File: config.mk
export PLATFORM = sky130hd
export DESIGN_NAME = zip_central_dir_record_parser
export DESIGN_NICKNAME = d
export VERILOG_FILES = /design/src/sv/zcdr_pkg.sv /design/src/sv/zip_central_dir_record_parser.sv
export SDC_FILE = /design/constraint.sdc
export NUM_CORES = 1
export LEC_CHECK = 0
export BUFFER_PORTS_ARGS = -buffer_cell sky130_fd_sc_hd__clkbuf_2
export CORE_UTILIZATION = 30
export CTS_CLUSTER_SIZE = 25
export DETAILED_ROUTE_END_ITERATION = 10
export PLACE_DENSITY_LB_ADDON = 0.15
export SLEW_MARGIN = 20
export SYNTH_ARGS = -nofsm -noshare
export SYNTH_HDL_FRONTEND = slang
export SYNTH_SLANG_ARGS = --single-unit
File: constraint.sdc
create_clock -name clk -period 18.7 [get_ports clk]
set_clock_uncertainty 0.15 [all_clocks]
set_input_delay 2.805 -clock clk [delete_from_list [all_inputs] [get_ports clk]]
set_output_delay 2.805 -clock clk [all_outputs]
set_load 0.01 [all_outputs]
File: src/sv/zcdr_pkg.sv
`timescale 1ns / 1ps

package zcdr_pkg;

    // Fixed record header
    localparam int HDR_LEN = 46;
    localparam int POS_W   = 6;
    localparam int SKIP_W  = 18;
    localparam logic [31:0] HDR_SIG = 32'h0201_4b50;

    // Byte offsets of the header fields
    localparam int OFS_SIG     = 'h00;
    localparam int OFS_FLAGS   = 'h08;
    localparam int OFS_METHOD  = 'h0a;
    localparam int OFS_TIME    = 'h0c;
    localparam int OFS_DATE    = 'h0e;
    localparam int OFS_CRC     = 'h10;
    localparam int OFS_PACKED  = 'h14;
    localparam int OFS_PLAIN   = 'h18;
    localparam int OFS_NAMELEN = 'h1c;
    localparam int OFS_XTRALEN = 'h1e;
    localparam int OFS_CMNTLEN = 'h20;
    localparam int OFS_LHDR    = 'h2a;

    localparam logic [POS_W-1:0] POS_LAST = POS_W'(HDR_LEN - 1);

    // Result status codes
    localparam logic [1:0] ST_OK     = 2'd0;
    localparam logic [1:0] ST_BADSIG = 2'd1;
    localparam logic [1:0] ST_TRUNC  = 2'd2;

    // Parser phase codes
    localparam logic PH_HDR  = 1'b0;
    localparam logic PH_SKIP = 1'b1;

    localparam int OUT_DATA_W = 224;

    typedef logic [7:0] byte_t;

    // Decoded record fields, packed in result tdata order (first member in high bits)
    typedef struct packed {
        logic [31:0] header_offset;
        logic [15:0] name_length;
        logic [31:0] plain_size;
        logic [31:0] packed_size;
        logic [31:0] crc_value;
        logic [15:0] mod_date;
        logic [15:0] mod_time;
        logic [15:0] compression_method;
        logic [15:0] flag_bits;
        logic [15:0] record_index;
    } rec_fields_t;

endpackage

File: src/sv/zip_central_dir_record_parser.sv
`timescale 1ns / 1ps

// Channel   Dir  Handshake         Payload
// s_*       in   s_tvalid/tready   tdata = data_byte[7:0], tlast = last_byte
// m_*       out  m_tvalid/tready   tuser = status, tdata = record fields, tlast = all_done
// cfg_*     in   cfg_we            cfg_data = entry_count
//
// One byte is taken every cycle unless m_tready stalls. A byte is held in the input
// register and its result, if any, is then loaded into the result register on m_*.
// The rate is set by the single state update per byte (header capture / skip count).
// Reset (rst_n low, async) clears all control state; header bytes are not cleared.
// A stalled m_tready holds the result register; the input register then fills and
// s_tready drops only once both are occupied.

module zip_central_dir_record_parser
(
    input  logic         clk,
    input  logic         rst_n,
    // configuration
    input  logic         cfg_we,
    input  logic [15:0]  cfg_data,     // entry_count
    // byte stream in
    input  logic         s_tvalid,
    output logic         s_tready,
    input  logic [7:0]   s_tdata,      // data_byte[7:0]
    input  logic         s_tlast,      // last_byte
    // record results out
    output logic         m_tvalid,
    input  logic         m_tready,
    output logic [223:0] m_tdata,      // record_index, flag_bits, compression_method,
                                       // mod_time, mod_date, crc_value, packed_size,
                                       // plain_size, name_length, header_offset
    output logic [1:0]   m_tuser,      // status
    output logic         m_tlast       // all_done
);

    // ---------------- input register ----------------
    logic                in_valid_reg;
    zcdr_pkg::byte_t     in_byte_reg;
    logic                in_last_reg;

    logic [15:0]         entry_count_reg;

    // ---------------- parser state ----------------
    logic                          phase_reg, phase_next;
    logic [zcdr_pkg::POS_W-1:0]    pos_reg, pos_next;
    logic [zcdr_pkg::SKIP_W-1:0]   skip_reg, skip_next;
    logic [15:0]                   done_reg, done_next;
    logic                          stopped_reg, stopped_next;
    zcdr_pkg::byte_t               hdr_reg [0:zcdr_pkg::HDR_LEN-1];
    zcdr_pkg::byte_t               hdr_view [0:zcdr_pkg::HDR_LEN-1];

    // ---------------- result register ----------------
    logic                          out_valid_reg, out_valid_next;
    logic [1:0]                    out_status_reg;
    zcdr_pkg::rec_fields_t         out_fields_reg;
    logic                          out_last_reg;

    logic                          proc_en;
    logic                          active;
    logic                          res_load;
    logic [1:0]                    res_status;
    zcdr_pkg::rec_fields_t         res_fields;
    logic                          res_last;
    zcdr_pkg::rec_fields_t         dec_fields;
    logic [31:0]                   sig_word;
    logic [zcdr_pkg::SKIP_W-1:0]   trail_len;
    logic [zcdr_pkg::SKIP_W-1:0]   skip_dec;
    logic                          final_rec;

    // Byte in the input register is processed when the result slot is free
    assign proc_en  = in_valid_reg && (!out_valid_reg || m_tready);
    assign active   = proc_en && !stopped_reg && (done_reg < entry_count_reg);
    assign s_tready = !in_valid_reg || proc_en;

    always_ff @(posedge clk or negedge rst_n)
    begin
        if (!rst_n)
        begin
            in_valid_reg <= 1'b0;
        end
        else if (s_tready)
        begin
            in_valid_reg <= s_tvalid;
        end
    end

    always_ff @(posedge clk)
    begin
        if (s_tvalid && s_tready)
        begin
            in_byte_reg <= s_tdata;
            in_last_reg <= s_tlast;
        end
    end

    always_ff @(posedge clk or negedge rst_n)
    begin
        if (!rst_n)
        begin
            entry_count_reg <= 16'd0;
        end
        else if (cfg_we)
        begin
            entry_count_reg <= cfg_data;
        end
    end

    // Header byte store; each entry written at its own position
    always_ff @(posedge clk)
    begin
        if (active && (phase_reg == zcdr_pkg::PH_HDR))
        begin
            hdr_reg[pos_reg] <= in_byte_reg;
        end
    end

    // The 46th byte is still in flight when the header closes: bypass it
    always_comb
    begin
        for (int i = 0; i < zcdr_pkg::HDR_LEN; i++)
        begin
            hdr_view[i] = hdr_reg[i];
        end
        if (phase_reg == zcdr_pkg::PH_HDR)
        begin
            hdr_view[zcdr_pkg::HDR_LEN-1] = in_byte_reg;
        end
    end

    // Little-endian field extraction
    always_comb
    begin
        sig_word = {hdr_view[zcdr_pkg::OFS_SIG+3], hdr_view[zcdr_pkg::OFS_SIG+2],
                    hdr_view[zcdr_pkg::OFS_SIG+1], hdr_view[zcdr_pkg::OFS_SIG]};
        dec_fields.record_index       = done_reg;
        dec_fields.flag_bits          = {hdr_view[zcdr_pkg::OFS_FLAGS+1],
                                         hdr_view[zcdr_pkg::OFS_FLAGS]};
        dec_fields.compression_method = {hdr_view[zcdr_pkg::OFS_METHOD+1],
                                         hdr_view[zcdr_pkg::OFS_METHOD]};
        dec_fields.mod_time           = {hdr_view[zcdr_pkg::OFS_TIME+1],
                                         hdr_view[zcdr_pkg::OFS_TIME]};
        dec_fields.mod_date           = {hdr_view[zcdr_pkg::OFS_DATE+1],
                                         hdr_view[zcdr_pkg::OFS_DATE]};
        dec_fields.crc_value          = {hdr_view[zcdr_pkg::OFS_CRC+3],
                                         hdr_view[zcdr_pkg::OFS_CRC+2],
                                         hdr_view[zcdr_pkg::OFS_CRC+1],
                                         hdr_view[zcdr_pkg::OFS_CRC]};
        dec_fields.packed_size        = {hdr_view[zcdr_pkg::OFS_PACKED+3],
                                         hdr_view[zcdr_pkg::OFS_PACKED+2],
                                         hdr_view[zcdr_pkg::OFS_PACKED+1],
                                         hdr_view[zcdr_pkg::OFS_PACKED]};
        dec_fields.plain_size         = {hdr_view[zcdr_pkg::OFS_PLAIN+3],
                                         hdr_view[zcdr_pkg::OFS_PLAIN+2],
                                         hdr_view[zcdr_pkg::OFS_PLAIN+1],
                                         hdr_view[zcdr_pkg::OFS_PLAIN]};
        dec_fields.name_length        = {hdr_view[zcdr_pkg::OFS_NAMELEN+1],
                                         hdr_view[zcdr_pkg::OFS_NAMELEN]};
        dec_fields.header_offset      = {hdr_view[zcdr_pkg::OFS_LHDR+3],
                                         hdr_view[zcdr_pkg::OFS_LHDR+2],
                                         hdr_view[zcdr_pkg::OFS_LHDR+1],
                                         hdr_view[zcdr_pkg::OFS_LHDR]};

        // name + extra + comment lengths
        trail_len = {2'b00, hdr_view[zcdr_pkg::OFS_NAMELEN+1],
                            hdr_view[zcdr_pkg::OFS_NAMELEN]}
                  + {2'b00, hdr_view[zcdr_pkg::OFS_XTRALEN+1],
                            hdr_view[zcdr_pkg::OFS_XTRALEN]}
                  + {2'b00, hdr_view[zcdr_pkg::OFS_CMNTLEN+1],
                            hdr_view[zcdr_pkg::OFS_CMNTLEN]};
    end

    assign final_rec = ({1'b0, done_reg} + 17'd1) == {1'b0, entry_count_reg};
    assign skip_dec  = (skip_reg != '0) ? (skip_reg - 1'b1) : skip_reg;

    // Per-byte state update and result formation
    always_comb
    begin
        logic do_finish;
        logic do_error;
        logic [1:0] err_code;

        phase_next   = phase_reg;
        pos_next     = pos_reg;
        skip_next    = skip_reg;
        done_next    = done_reg;
        stopped_next = stopped_reg;
        do_finish    = 1'b0;
        do_error     = 1'b0;
        err_code     = zcdr_pkg::ST_TRUNC;

        if (active)
        begin
            if (phase_reg == zcdr_pkg::PH_HDR)
            begin
                if (pos_reg != zcdr_pkg::POS_LAST)
                begin
                    pos_next = pos_reg + 1'b1;
                    do_error = in_last_reg;
                end
                else if (sig_word != zcdr_pkg::HDR_SIG)
                begin
                    do_error = 1'b1;
                    err_code = zcdr_pkg::ST_BADSIG;
                end
                else if (trail_len == '0)
                begin
                    do_finish = 1'b1;
                end
                else
                begin
                    phase_next = zcdr_pkg::PH_SKIP;
                    pos_next   = '0;
                    skip_next  = trail_len;
                    do_error   = in_last_reg;
                end
            end
            else
            begin
                skip_next = skip_dec;
                if (skip_dec == '0)
                begin
                    do_finish = 1'b1;
                end
                else
                begin
                    do_error = in_last_reg;
                end
            end

            // stream end before the expected record count
            if (do_finish && in_last_reg && !final_rec)
            begin
                do_finish = 1'b0;
                do_error  = 1'b1;
                err_code  = zcdr_pkg::ST_TRUNC;
            end
        end

        res_load   = do_finish || do_error;
        res_status = zcdr_pkg::ST_OK;
        res_fields = dec_fields;
        res_last   = final_rec;

        if (do_error)
        begin
            stopped_next            = 1'b1;
            res_status              = err_code;
            res_fields              = '0;
            res_fields.record_index = done_reg;
            res_last                = 1'b0;
        end
        else if (do_finish)
        begin
            done_next  = done_reg + 1'b1;
            phase_next = zcdr_pkg::PH_HDR;
            pos_next   = '0;
            skip_next  = '0;
        end
    end

    always_ff @(posedge clk or negedge rst_n)
    begin
        if (!rst_n)
        begin
            phase_reg   <= zcdr_pkg::PH_HDR;
            pos_reg     <= '0;
            skip_reg    <= '0;
            done_reg    <= '0;
            stopped_reg <= 1'b0;
        end
        else
        begin
            phase_reg   <= phase_next;
            pos_reg     <= pos_next;
            skip_reg    <= skip_next;
            done_reg    <= done_next;
            stopped_reg <= stopped_next;
        end
    end

    // ---------------- result register ----------------
    assign out_valid_next = res_load || (out_valid_reg && !m_tready);

    always_ff @(posedge clk or negedge rst_n)
    begin
        if (!rst_n)
        begin
            out_valid_reg <= 1'b0;
        end
        else
        begin
            out_valid_reg <= out_valid_next;
        end
    end

    always_ff @(posedge clk)
    begin
        if (res_load)
        begin
            out_status_reg <= res_status;
            out_fields_reg <= res_fields;
            out_last_reg   <= res_last;
        end
    end

    assign m_tvalid = out_valid_reg;
    assign m_tuser  = out_status_reg;
    assign m_tdata  = zcdr_pkg::OUT_DATA_W'(out_fields_reg);
    assign m_tlast  = out_last_reg;

    // ---------------- assertions ----------------
    a_err_sticky: assert property (@(posedge clk) disable iff (!rst_n)
        (m_tvalid && (m_tuser != zcdr_pkg::ST_OK)) |-> stopped_reg)
        else $error("error result without stopped parser");

    a_err_zero: assert property (@(posedge clk) disable iff (!rst_n)
        (m_tvalid && (m_tuser != zcdr_pkg::ST_OK)) |-> ((m_tdata[223:16] == '0) && !m_tlast))
        else $error("error result carries record fields");

    a_no_result_stopped: assert property (@(posedge clk) disable iff (!rst_n)
        stopped_reg |=> !res_load)
        else $error("result produced after stop");

    // a stream end on the closing trailer byte leaves the count at zero once stopped
    a_skip_nonzero: assert property (@(posedge clk) disable iff (!rst_n)
        ((phase_reg == zcdr_pkg::PH_SKIP) && !stopped_reg) |-> (skip_reg != '0))
        else $error("skip phase with empty skip count");

    a_pos_range: assert property (@(posedge clk) disable iff (!rst_n)
        pos_reg <= zcdr_pkg::POS_LAST)
        else $error("header position out of range");

endmodule

# --- Word level (Yosys, flattened, before mapping) ---
# Memory sizes are Yosys's and may differ from the RTL's. A register that Yosys moved wholly into a read port is not among the register bits.
# Index checks and enable logic that the tools add are counted.
# Widths: inputs -> output; s select.
word_totals:
  out_inout_bits: 229
  memories: 1
  ramBits: 368
  ff_bits: 104
  word_cells: 95
  inputBits: 30
classes:
  n_eq_ne: 3
  addsub: 6
  n_lt_le_gt_ge: 1
  n_mux: 44
  n_reduce_logical: 22
  bitwise_logic: 3
mem_list:
  columns: ["name", "depth", "word_bits", "read_ports", "rd_ports_with_merged_regs", "write_ports", "line_no", "source"]
  rows:
  - ["hdr_reg", 46, 8, 34, 24, 1, "zip_central_dir_record_parser.sv:50", "zcdr_pkg::byte_t hdr_reg [0:zcdr_pkg::HDR_LEN-1];"]
op_table:
  columns: ["cell", "count"]
  rows:
  - ["$mux 18", 8]
  - ["$mux 6", 7]
  - ["$logic_not 18->1", 2]
  - ["$ne 32x26->1 const B", 1]
  - ["$mux 1", 24]
  - ["$add 17x16->18", 1]
  - ["$reduce_bool 18->1", 1]
  - ["$sub 18x1->18 const B", 1]
  - ["$add 16x1->17 const B", 1]
  - ["$add 16x16->17", 1]
  - ["$eq 17x16->1", 1]
  - ["$add 16x1->16 const B", 1]
  - ["$lt 16x16->1", 1]
  - ["$mux 2", 5]
  - ["$logic_and 1x1->1", 8]
  - ["$add 6x1->6 const B", 1]
  - ["$ne 6x6->1 const B", 1]
  - ["$logic_not 1->1", 5]
  - ["$reduce_or 5->1", 1]
  - ["$logic_or 1x1->1", 4]
  - ["$not 1->1", 3]
  - ["$reduce_and 2->1", 1]

# --- Logic depth before layout (Yosys ltp) ---
# Gate-level depths: netlist of run 1.
# An unclocked memory read counts as a cell.
depth:
  depth_word: 15
  ltp_mapped: 15
  mapped_depth_nobuf: 13

# --- Worst setup path before layout of run 1 ---
# Ideal clock, no wire load.
synth_timing:
  path_type: "input -> register"
  startpoint: "in m_tready"
  endpoint: "reg out_fields_reg, in the netlist m_tdata[0] (enable)"
  slack_ps: 4711
  required_time_ps: 17732
  cell_stages: 6
  arrival_time_ps: 13021
  setup_ps: 818
  path_buffers: 2
  cell_sequence: "nor2b_1 > nor3_1 > nand4_1 > clkbuf_1 > clkbuf_1 > nor2_1"
synth_via:
  elab_chain_len: 6
  word_cells_on_any_way: 7
  classes_between: "2 x mux; 5 x reduce/logical"
synth_lines:
  columns: ["item", "line_no", "source"]
  rows:
  - ["from (decl)", "zip_central_dir_record_parser.sv:29", "input logic m_tready,"]
  - ["$logic_or 1x1->1 (*)", "zip_central_dir_record_parser.sv:72", "assign proc_en = in_valid_reg && (!out_valid_reg || m_tready);"]
  - ["$logic_and 1x1->1 (*)", "zip_central_dir_record_parser.sv:72", null]
  - ["$logic_and 1x1->1 (*) (2 in a row)", "zip_central_dir_record_parser.sv:73", "assign active = proc_en && !stopped_reg && (done_reg < entry_count_reg);"]
  - ["$mux 1", "zip_central_dir_record_parser.sv:192", "if (active)"]
  - ["$logic_or 1x1->1 (*)", "zip_central_dir_record_parser.sv:240", "res_load = do_finish || do_error;"]
  - ["net res_load", "zip_central_dir_record_parser.sv:61", "logic res_load;"]
  - ["to (signal assigned)", "zip_central_dir_record_parser.sv:302", "out_fields_reg <= res_fields;"]
  - ["to (decl)", "zip_central_dir_record_parser.sv:56", "zcdr_pkg::rec_fields_t out_fields_reg;"]
# Mark *: on every way through the listed nets, which the timed path passes. The rest lies on a longest branch.
# A chain may end at the register's enable or synchronous reset.

# --- Final worst setup path of run 1 ---
layout_timing:
  startpoint: "in m_tready"
  endpoint: "out s_tready"
layout_via:
  elab_chain_len: 3
layout_lines:
  columns: ["item", "line_no", "source"]
  rows:
  - ["$logic_or 1x1->1", "zip_central_dir_record_parser.sv:72", null]
  - ["$logic_and 1x1->1", "zip_central_dir_record_parser.sv:72", null]
  - ["$logic_or 1x1->1", "zip_central_dir_record_parser.sv:74", "assign s_tready = !in_valid_reg || proc_en;"]
  - ["to (decl)", "zip_central_dir_record_parser.sv:24", "output logic s_tready,"]
# No other way between the ends.

==> impl_results.html, run 1 <==
<table>
<tr><th>Metric</th><th>Value</th></tr>
<tr><th colspan="2">STA</th></tr>
<tr><td>Final hold violations</td><td>0</td></tr>
<tr><td>Worst-margin pin slew</td><td>about 1.1 ns</td></tr>
<tr><td>Portion of the clock cycle consumed by the worst path in the final layout</td><td>35.0%</td></tr>
<tr><td>RSZ-0062 raised after global routing</td><td>no</td></tr>
<tr><td>Worst-case hold slack</td><td>0.376 ns</td></tr>
<tr><td>Tightest slew margin relative to the limit</td><td>29.5%</td></tr>
<tr><td>Setup-violating endpoint count in the final report</td><td>0</td></tr>
<tr><td>Max Transition Viols Final</td><td>0</td></tr>
<tr><td>Fmax</td><td>153 MHz</td></tr>
<tr><td>Final Critical Period</td><td>6.54 ns</td></tr>
<tr><td>Final-layout setup total negative slack</td><td>0 ns</td></tr>
<tr><th colspan="2">Pwr</th></tr>
<tr><td>Static leakage</td><td>9.84 nW</td></tr>
<tr><td>Peak VDD IR</td><td>0.0692 mV</td></tr>
<tr><td>Power per cell area</td><td>104 nW/um^2</td></tr>
<tr><td>PnR Total Power</td><td>2.86 mW</td></tr>
<tr><th colspan="2">CTS</th></tr>
<tr><td>Root buffer cell</td><td>clkbuf_16</td></tr>
<tr><td>Clock Sink Count</td><td>~570</td></tr>
<tr><td>Number of gates resized after cts</td><td>0</td></tr>
<tr><td>Hold buffers post-CTS</td><td>0</td></tr>
<tr><td>Deepest level of the CTS H-tree</td><td>2</td></tr>
<tr><td>TritonCTS Buffers</td><td>60</td></tr>
<tr><td>Clock transition at the registers of the reported paths</td><td>0.06 ns</td></tr>
<tr><td>CTS max path bufs</td><td>3</td></tr>
<tr><td>Clock latency of the later-clocked register in the worst-skew pair</td><td>0.63 ns</td></tr>
<tr><td>Number of buffers inserted by post-CTS setup repair</td><td>0</td></tr>
<tr><td>CTS tree</td><td>done</td></tr>
<tr><th colspan="2">Yosys</th></tr>
<tr><td>Area fraction in compound gates after synthesis</td><td>about 5.5%</td></tr>
<tr><td>Count of synthesis-stage warnings from yosys</td><td>0</td></tr>
<tr><td>Mux cell area share after synthesis</td><td>1.16%</td></tr>
<tr><td>Sequential-to-total area share from yosys stat</td><td>between 70% and 80%</td></tr>
<tr><td>Gate count after technology mapping</td><td>1535</td></tr>
<tr><td>Share of synthesized registers carrying an async set or reset</td><td>10.6%</td></tr>
<tr><td>Syn Area/Cell</td><td>14.9 um^2</td></tr>
<tr><td>Post-synth cell types</td><td>78</td></tr>
<tr><td>Combinational family with the most area after synthesis</td><td>simple AND/OR/NAND/NOR gates</td></tr>
<tr><td>Synth Area in XOR/XNOR</td><td>1.72%</td></tr>
<tr><td>Total nets after synthesis</td><td>1619</td></tr>
<tr><td>Most common flop cell mapped by yosys</td><td>edfxtp_1</td></tr>
<tr><td>Area share of fa/ha/maj cells after synthesis</td><td>3.50%</td></tr>
<tr><td>Syn Std Cell Area</td><td>roughly 23000 um^2</td></tr>
<tr><td>Post-synthesis sequential element count</td><td>568</td></tr>
<tr><td>Count of flip-flops with a built-in enable after synthesis</td><td>between 500 and 600</td></tr>
<tr><td>Area share of and/or/nand/nor cells after synthesis</td><td>a little over an eighth</td></tr>
<tr><th colspan="2">Global route</th></tr>
<tr><td>Grt ovf</td><td>0</td></tr>
<tr><td>First-pass GRT wire length</td><td>84300 um</td></tr>
<tr><td>Global routing usage summed across all routing layers</td><td>14.4%</td></tr>
<tr><td>Vias in the first global route</td><td>13.2k</td></tr>
<tr><td>Largest net degree at the start of global routing</td><td>165</td></tr>
<tr><td>Initial antenna violation count</td><td>0</td></tr>
<tr><th colspan="2">Route</th></tr>
<tr><td>Total detailed-routing wirelength</td><td>~56000 um</td></tr>
<tr><td>Drc violations</td><td>0</td></tr>
<tr><td>Vias</td><td>13.3k</td></tr>
<tr><td>Avg WL per Cell</td><td>just under 20 um</td></tr>
<tr><td>Number of violations reported at the end of detailed-routing iteration 0</td><td>roughly 800</td></tr>
<tr><td>Antenna viol nets, final</td><td>0</td></tr>
<tr><td>Routed vias/inst</td><td>~4.7</td></tr>
<tr><td>Total iterations of the first detailed-routing run</td><td>5</td></tr>
<tr><th colspan="2">Floorplanning</th></tr>
<tr><td>Die Y-Extent</td><td>279 um</td></tr>
<tr><td>Effective utilization at floorplan</td><td>30.3%</td></tr>
<tr><td>Area of the die</td><td>between 70000 and 80000 um^2</td></tr>
<tr><td>Die width</td><td>between 200 and 300 um</td></tr>
<tr><td>FP Rows</td><td>101</td></tr>
<tr><td>Total I/O pin count</td><td>between 200 and 300</td></tr>
<tr><td>Placeable core region</td><td>75800 um^2</td></tr>
<tr><th colspan="2">Setup path</th></tr>
<tr><td>Worst setup SP type</td><td>input port</td></tr>
<tr><td>Peak fanout along the critical path</td><td>3</td></tr>
<tr><td>CP Class</td><td>in -&gt; out</td></tr>
<tr><td>Reg2reg path depth</td><td>13</td></tr>
<tr><td>Kind of end point of the critical path</td><td>primary output</td></tr>
<tr><td>Req. time, crit path</td><td>15.75 ns</td></tr>
<tr><td>Data arrival, critical path</td><td>around 3.6 ns</td></tr>
<tr><td>Reg-to-reg startpoint</td><td>hdr_reg[28][6]</td></tr>
<tr><td>Critical path launch point</td><td>m_tready</td></tr>
<tr><th colspan="2">Outcome</th></tr>
<tr><td>Outcome</td><td>finished, final reports clean</td></tr>
<tr><th colspan="2">Layout</th></tr>
<tr><td>Final instance count without filler cells</td><td>2834</td></tr>
<tr><td>Commonest non-fill, non-tap cell in the layout</td><td>edfxtp_1</td></tr>
<tr><td>Synth-to-Final Area Change</td><td>19.5%</td></tr>
<tr><td>Commonest non-fill, non-tap cells in the layout</td><td>edfxtp_1, clkbuf_2, nor2b_1, nor2_1, nand2_1</td></tr>
<tr><td>Number of nets in the finished design</td><td>1892</td></tr>
<tr><td>Fraction of layout cells with a size suffix above 1</td><td>about a fifth</td></tr>
<tr><td>Ant. Diodes</td><td>0</td></tr>
<tr><td>Flip-flop count of the largest register after layout</td><td>272</td></tr>
<tr><th colspan="2">Placement</th></tr>
<tr><td>Half-perimeter wire length of the detailed placement result</td><td>35500 um</td></tr>
<tr><td>Port Buffers</td><td>258</td></tr>
<tr><td>Cells after DPL</td><td>between 2k and 3k</td></tr>
<tr><td>Global placer's final weighted congestion</td><td>around 0.86</td></tr>
<tr><th colspan="2">Min path</th></tr>
<tr><td>Cell count of the worst hold path</td><td>1</td></tr>
<tr><td>Worst min path class</td><td>reg -&gt; reg</td></tr>
<tr><td>Launch point of the worst hold path</td><td>hdr_reg[18][6]</td></tr>
<tr><th colspan="2">Job</th></tr>
<tr><td>Number of max-cap violations</td><td>0</td></tr>
</table>
==> power by group <==
part / switching [mW] / internal [mW]
Clock: 0.501 / 0.748
Sequential: 0.0231 / 1.43
Combinational: 0.117 / 0.0443
==> kinds of logic after synthesis <==
logic type / count (synthesis)
flops: 568
simple gates: 551
compound gates: 191
buf+inv: 100
fa+ha+maj: 54
xor+xnor: 45
mux: 26
==> worst paths after layout <==
| kind | to | slack (ns) |
|---|---|---|
| min in group asynchronous | entry_count_reg[14] | 2.21 |
| worst max-delay path | s_tready | 12.16 |
| worst max register to register | m_tdata[155] | 12.34 |
| worst min register to register | m_tdata[102] | 0.38 |
| worst min-delay path | m_tdata[102] | 0.38 |
| max in group asynchronous | skip_reg[7] | 15.60 |
==> worst max-delay path, stage by stage <==
cell	delay (ns)
clkbuf_2	0.09
nor2b_1	0.31
nand2_1	0.21
clkbuf_2	0.17
==> metrics by stage <==
step | util (%) | instance area (um^2) | setup WS (ns)
6_report | 36.2 | 27400 | 12.16
5_1_grt | 36.2 | 27400 | 11.87
4_1_cts | 36.2 | 27400 | 12.17
3_5_place_dp | 33.4 | 25300 | 12.09
3_3_place_gp | 33.4 | 25300 | 12.15
2_1_floorplan | - | 22900 | 4.71
==> cell usage after synthesis, drive strengths merged, types with 3 or more instances <==
library cell    n  area (um^2)
o22ai           3         18.8
or3b            3         26.3
a21o           13         97.6
a221oi          4         35.0
nand3          34          170
o21ai          53          269
xor2           12          105
o31ai           4         30.0
o21a           10         75.1
fa             17          340
or3             9         56.3
inv            35          131
or4b            3         30.0
nor2           97          364
nand4          18          113
ha             37          463
nand2          73          274
buf            28          148
a2111oi         3         26.3
nor3           40          205
nand2b          6         37.5
a22oi           4         30.0
nor2b         202         1260
or4             9         71.3
xnor2          33          289
and4b           3         30.0
mux2            4         45.0
nor4b           7         67.6
edfxtp        508        15300
and3            6         37.5
and2            9         56.3
mux2i          22          220
o211ai         18          135
a31oi           8         50.1
a211oi          9         67.6
nor4           13         96.3
or2             6         37.5
nand4b          4         35.0
o31a            3         26.3
clkbuf         37          139
o2111ai         3         26.3
dfrtp          60         1500
a21oi          34          170
==> layer usage <==
metal / vias to the layer above / part of all wire, % / track usage (%)
li1: 6234 / - / -
met1: 6631 / 44 / 19.0
met2: 318 / 50 / 24.4
met3: 82 / 4.5 / 2.58
met4: 0 / 1.9 / 3.49
met5: - / 0 / 0
==> final cells by class <==
cell class | count | area, um^2
multi-input combinational | 867 | 5790
sequential | 568 | 16800
clock buffer | 68 | 1550
inverter | 35 | 131
fill | 7259 | 48400
timing repair buffer | 276 | 1440
clock inverter | 42 | 515
tap | 978 | 1220
(Power assumes the default switching activity.)
==> run 2: changes to the inputs <==
==> constraint.sdc (replaced) <==
create_clock -name clk -period 6.6 [get_ports clk]
set_clock_uncertainty 0.15 [all_clocks]
set_input_delay 0.99 -clock clk [delete_from_list [all_inputs] [get_ports clk]]
set_output_delay 0.99 -clock clk [all_outputs]
set_load 0.01 [all_outputs]
==> impl_results.html, run 2 (synthesized netlist as in run 1, its figures left out) <==
<table>
<tr><th>Metric</th><th>Value</th></tr>
<tr><th colspan="2">Layout</th></tr>
<tr><td>Commonest non-fill, non-tap cells in the layout</td><td>edfxtp_1, clkbuf_2, nor2b_1, nor2_1, nand2_1</td></tr>
<tr><td>Number of nets in the finished design</td><td>between 1.5k and 2k</td></tr>
<tr><td>Synth-to-Final Area Change</td><td>20.1%</td></tr>
<tr><td>Fraction of layout cells with a size suffix above 1</td><td>21.6%</td></tr>
<tr><td>Commonest non-fill, non-tap cell in the layout</td><td>edfxtp_1</td></tr>
<tr><td>Flip-flop count of the largest register after layout</td><td>272</td></tr>
<tr><th colspan="2">Setup path</th></tr>
<tr><td>Reg-to-reg startpoint</td><td>hdr_reg[28][5]</td></tr>
<tr><td>Worst setup SP type</td><td>register</td></tr>
<tr><td>Peak fanout along the critical path</td><td>between 60 and 70</td></tr>
<tr><td>Cell Chain, Critical Path</td><td>fa_1 &gt; ha_1 &gt; a21oi_1 &gt; o21ai_0 &gt; or2_2 &gt; a311o_1 &gt; and2_0 &gt; and4bb_2 &gt; a22oi_1 &gt; a22o_4 &gt; buf_4 &gt; nor2b_1</td></tr>
<tr><td>Data arrival, critical path</td><td>about 5.4 ns</td></tr>
<tr><td>Req. time, crit path</td><td>just under 7 ns</td></tr>
<tr><td>CP Class</td><td>reg -&gt; reg</td></tr>
<tr><td>Critical path launch point</td><td>hdr_reg[28][5]</td></tr>
<tr><td>Crit path buffers/inverters</td><td>1</td></tr>
<tr><td>Cell type group with the largest total delay on the critical path</td><td>compound AO/OA/AOI/OAI gates</td></tr>
<tr><td>Kind of end point of the critical path</td><td>register</td></tr>
<tr><td>Crit-path max cell delay</td><td>0.77 ns</td></tr>
<tr><td>Cell with the biggest individual delay on the critical path</td><td>a22o_4</td></tr>
<tr><th colspan="2">STA</th></tr>
<tr><td>Final Critical Period</td><td>5.21 ns</td></tr>
<tr><td>Tightest slew margin relative to the limit</td><td>33.9%</td></tr>
<tr><td>Portion of the clock cycle consumed by the worst path in the final layout</td><td>78.9%</td></tr>
<tr><td>RSZ-0062 raised after global routing</td><td>no</td></tr>
<tr><td>Final hold violations</td><td>0</td></tr>
<tr><td>Max Transition Viols Final</td><td>0</td></tr>
<tr><td>Setup-violating endpoint count in the final report</td><td>0</td></tr>
<tr><td>Worst-margin pin slew</td><td>between 0.9 and 1 ns</td></tr>
<tr><td>Final-layout setup total negative slack</td><td>0 ns</td></tr>
<tr><td>Fmax</td><td>192 MHz</td></tr>
<tr><td>Worst-case hold slack</td><td>approximately 0.35 ns</td></tr>
<tr><th colspan="2">CTS</th></tr>
<tr><td>CTS tree</td><td>done</td></tr>
<tr><td>Hold buffers post-CTS</td><td>0</td></tr>
<tr><td>CTS max path bufs</td><td>3</td></tr>
<tr><td>Deepest level of the CTS H-tree</td><td>3</td></tr>
<tr><td>Root buffer cell</td><td>clkbuf_16</td></tr>
<tr><td>TritonCTS Buffers</td><td>66</td></tr>
<tr><td>Clock transition at the registers of the reported paths</td><td>0.05 ns</td></tr>
<tr><td>Number of gates resized after cts</td><td>0</td></tr>
<tr><td>Clock latency of the later-clocked register in the worst-skew pair</td><td>~0.6 ns</td></tr>
<tr><td>Number of buffers inserted by post-CTS setup repair</td><td>0</td></tr>
<tr><td>Clock Sink Count</td><td>568</td></tr>
<tr><th colspan="2">Floorplanning</th></tr>
<tr><td>Area of the die</td><td>77600 um^2</td></tr>
<tr><td>FP Rows</td><td>101</td></tr>
<tr><td>Die width</td><td>279 um</td></tr>
<tr><td>Placeable core region</td><td>75800 um^2</td></tr>
<tr><td>Effective utilization at floorplan</td><td>a little under a third</td></tr>
<tr><td>Die Y-Extent</td><td>279 um</td></tr>
<tr><td>Total I/O pin count</td><td>259</td></tr>
<tr><th colspan="2">Route</th></tr>
<tr><td>Number of violations reported at the end of detailed-routing iteration 0</td><td>829</td></tr>
<tr><td>Drc violations</td><td>0</td></tr>
<tr><td>Routed vias/inst</td><td>roughly 4.7</td></tr>
<tr><td>Avg WL per Cell</td><td>about 20 um</td></tr>
<tr><td>Total detailed-routing wirelength</td><td>56700 um</td></tr>
<tr><td>Antenna viol nets, final</td><td>0</td></tr>
<tr><td>Total iterations of the first detailed-routing run</td><td>7</td></tr>
<tr><td>Vias</td><td>~13k</td></tr>
<tr><th colspan="2">Pwr</th></tr>
<tr><td>Cell internal power dissipation</td><td>just over 6 mW</td></tr>
<tr><td>Net switching power</td><td>1.85 mW</td></tr>
<tr><td>PnR Total Power</td><td>8.07 mW</td></tr>
<tr><td>Static leakage</td><td>9.90 nW</td></tr>
<tr><td>Peak VDD IR</td><td>0.132 mV</td></tr>
<tr><td>Share of total power in combinational logic</td><td>between 5 and 6%</td></tr>
<tr><td>Proportion of power drawn by the clock network</td><td>43.1%</td></tr>
<tr><td>Power per cell area</td><td>293 nW/um^2</td></tr>
<tr><td>Sequential power share</td><td>between 50% and 60%</td></tr>
<tr><td>Fraction of power spent switching nets</td><td>23.0%</td></tr>
<tr><th colspan="2">Global route</th></tr>
<tr><td>Largest net degree at the start of global routing</td><td>between 100 and 150</td></tr>
<tr><td>First-pass GRT wire length</td><td>around 85000 um</td></tr>
<tr><td>Vias in the first global route</td><td>13.4k</td></tr>
<tr><td>Grt ovf</td><td>0</td></tr>
<tr><td>Initial antenna violation count</td><td>0</td></tr>
<tr><td>Global routing usage summed across all routing layers</td><td>14.5%</td></tr>
<tr><th colspan="2">Placement</th></tr>
<tr><td>Global placer's final weighted congestion</td><td>0.828</td></tr>
<tr><td>Port Buffers</td><td>approximately 260</td></tr>
<tr><td>Half-perimeter wire length of the detailed placement result</td><td>36200 um</td></tr>
<tr><th colspan="2">Min path</th></tr>
<tr><td>Launch point of the worst hold path</td><td>hdr_reg[8][2]</td></tr>
<tr><td>Worst min path class</td><td>reg -&gt; reg</td></tr>
<tr><th colspan="2">Job</th></tr>
<tr><td>Number of max-cap violations</td><td>0</td></tr>
<tr><th colspan="2">Outcome</th></tr>
<tr><td>Outcome</td><td>finished, final reports clean</td></tr>
</table>
-- run 2: changes by cell type in the layout (fill, tap and decap cells not counted), sizes merged --
cell and change:
bufinv -7, clkinvlp -1, diode +1, clkinv +1, buf +7, clkbuf +13
inv +1
-- run 2: cell type report --
class,instances,area [um^2]
fill,7221,48300
inverter,35,131
clock buffer,81,1720
clock inverter,36,350
multi-input combinational,867,5830
antenna,1,2.50
tap,978,1220
timing repair buffer,283,1550
sequential,568,16800
-- run 2: stage by stage --
stage / area [um^2] / util [%] / worst slack [ns] / std cells
2_1_floorplan: 23000 / - / -0.470 / 1535
6_report: 27600 / 36.4 / 1.39 / 2849
5_1_grt: 27600 / 36.4 / 1.06 / 2848
3_3_place_gp: 25500 / 33.6 / 1.43 / 2731
4_1_cts: 27600 / 36.4 / 1.36 / 2848
3_5_place_dp: 25500 / 33.6 / 1.34 / 2731
-- run 2: final timing paths --
path                                  endpoint  slack [ns]  cells after the start
hold reg to reg                    m_tdata[18]        0.35                      1
hold / removal                     m_tdata[18]        0.35                      1
max in group asynchronous          skip_reg[6]        5.23                      2
setup / recovery                  m_tdata[143]        1.39                     12
min in group asynchronous  entry_count_reg[11]        0.46                      2
setup reg to reg                  m_tdata[143]        1.39                     12
-- run 2: routing by layer --
layer | up-vias | track usage, % | routed length (um)
met5 | - | 0 | 0
met4 | 0 | 4.54 | 1160
met3 | 77 | 2.61 | 2430
met2 | 343 | 23.9 | 27200
met1 | 6637 | 19.5 | 26000
li1 | 6274 | - | -
-- run 2: worst reg2reg max path, cell delays in order, from the launching register on --
cell,delay [ns]
edfxtp_1,0.41
fa_1,0.50
ha_1,0.36
a21oi_1,0.41
o21ai_0,0.22
or2_2,0.34
a311o_1,0.36
and2_0,0.17
and4bb_2,0.29
a22oi_1,0.44
a22o_4,0.77
buf_4,0.45
nor2b_1,0.10
-- run 2: power by group through the flow --
stage / clock network, mW / registers, mW / logic, mW
2_1_floorplan: 0 / 4.22 / 0.224
3_3_place_gp: 0 / 4.19 / 0.483
3_5_place_dp: 0 / 4.20 / 0.487
4_1_cts: 3.59 / 4.12 / 0.489
5_1_grt: 3.72 / 4.13 / 0.525
6_report: 3.48 / 4.12 / 0.470
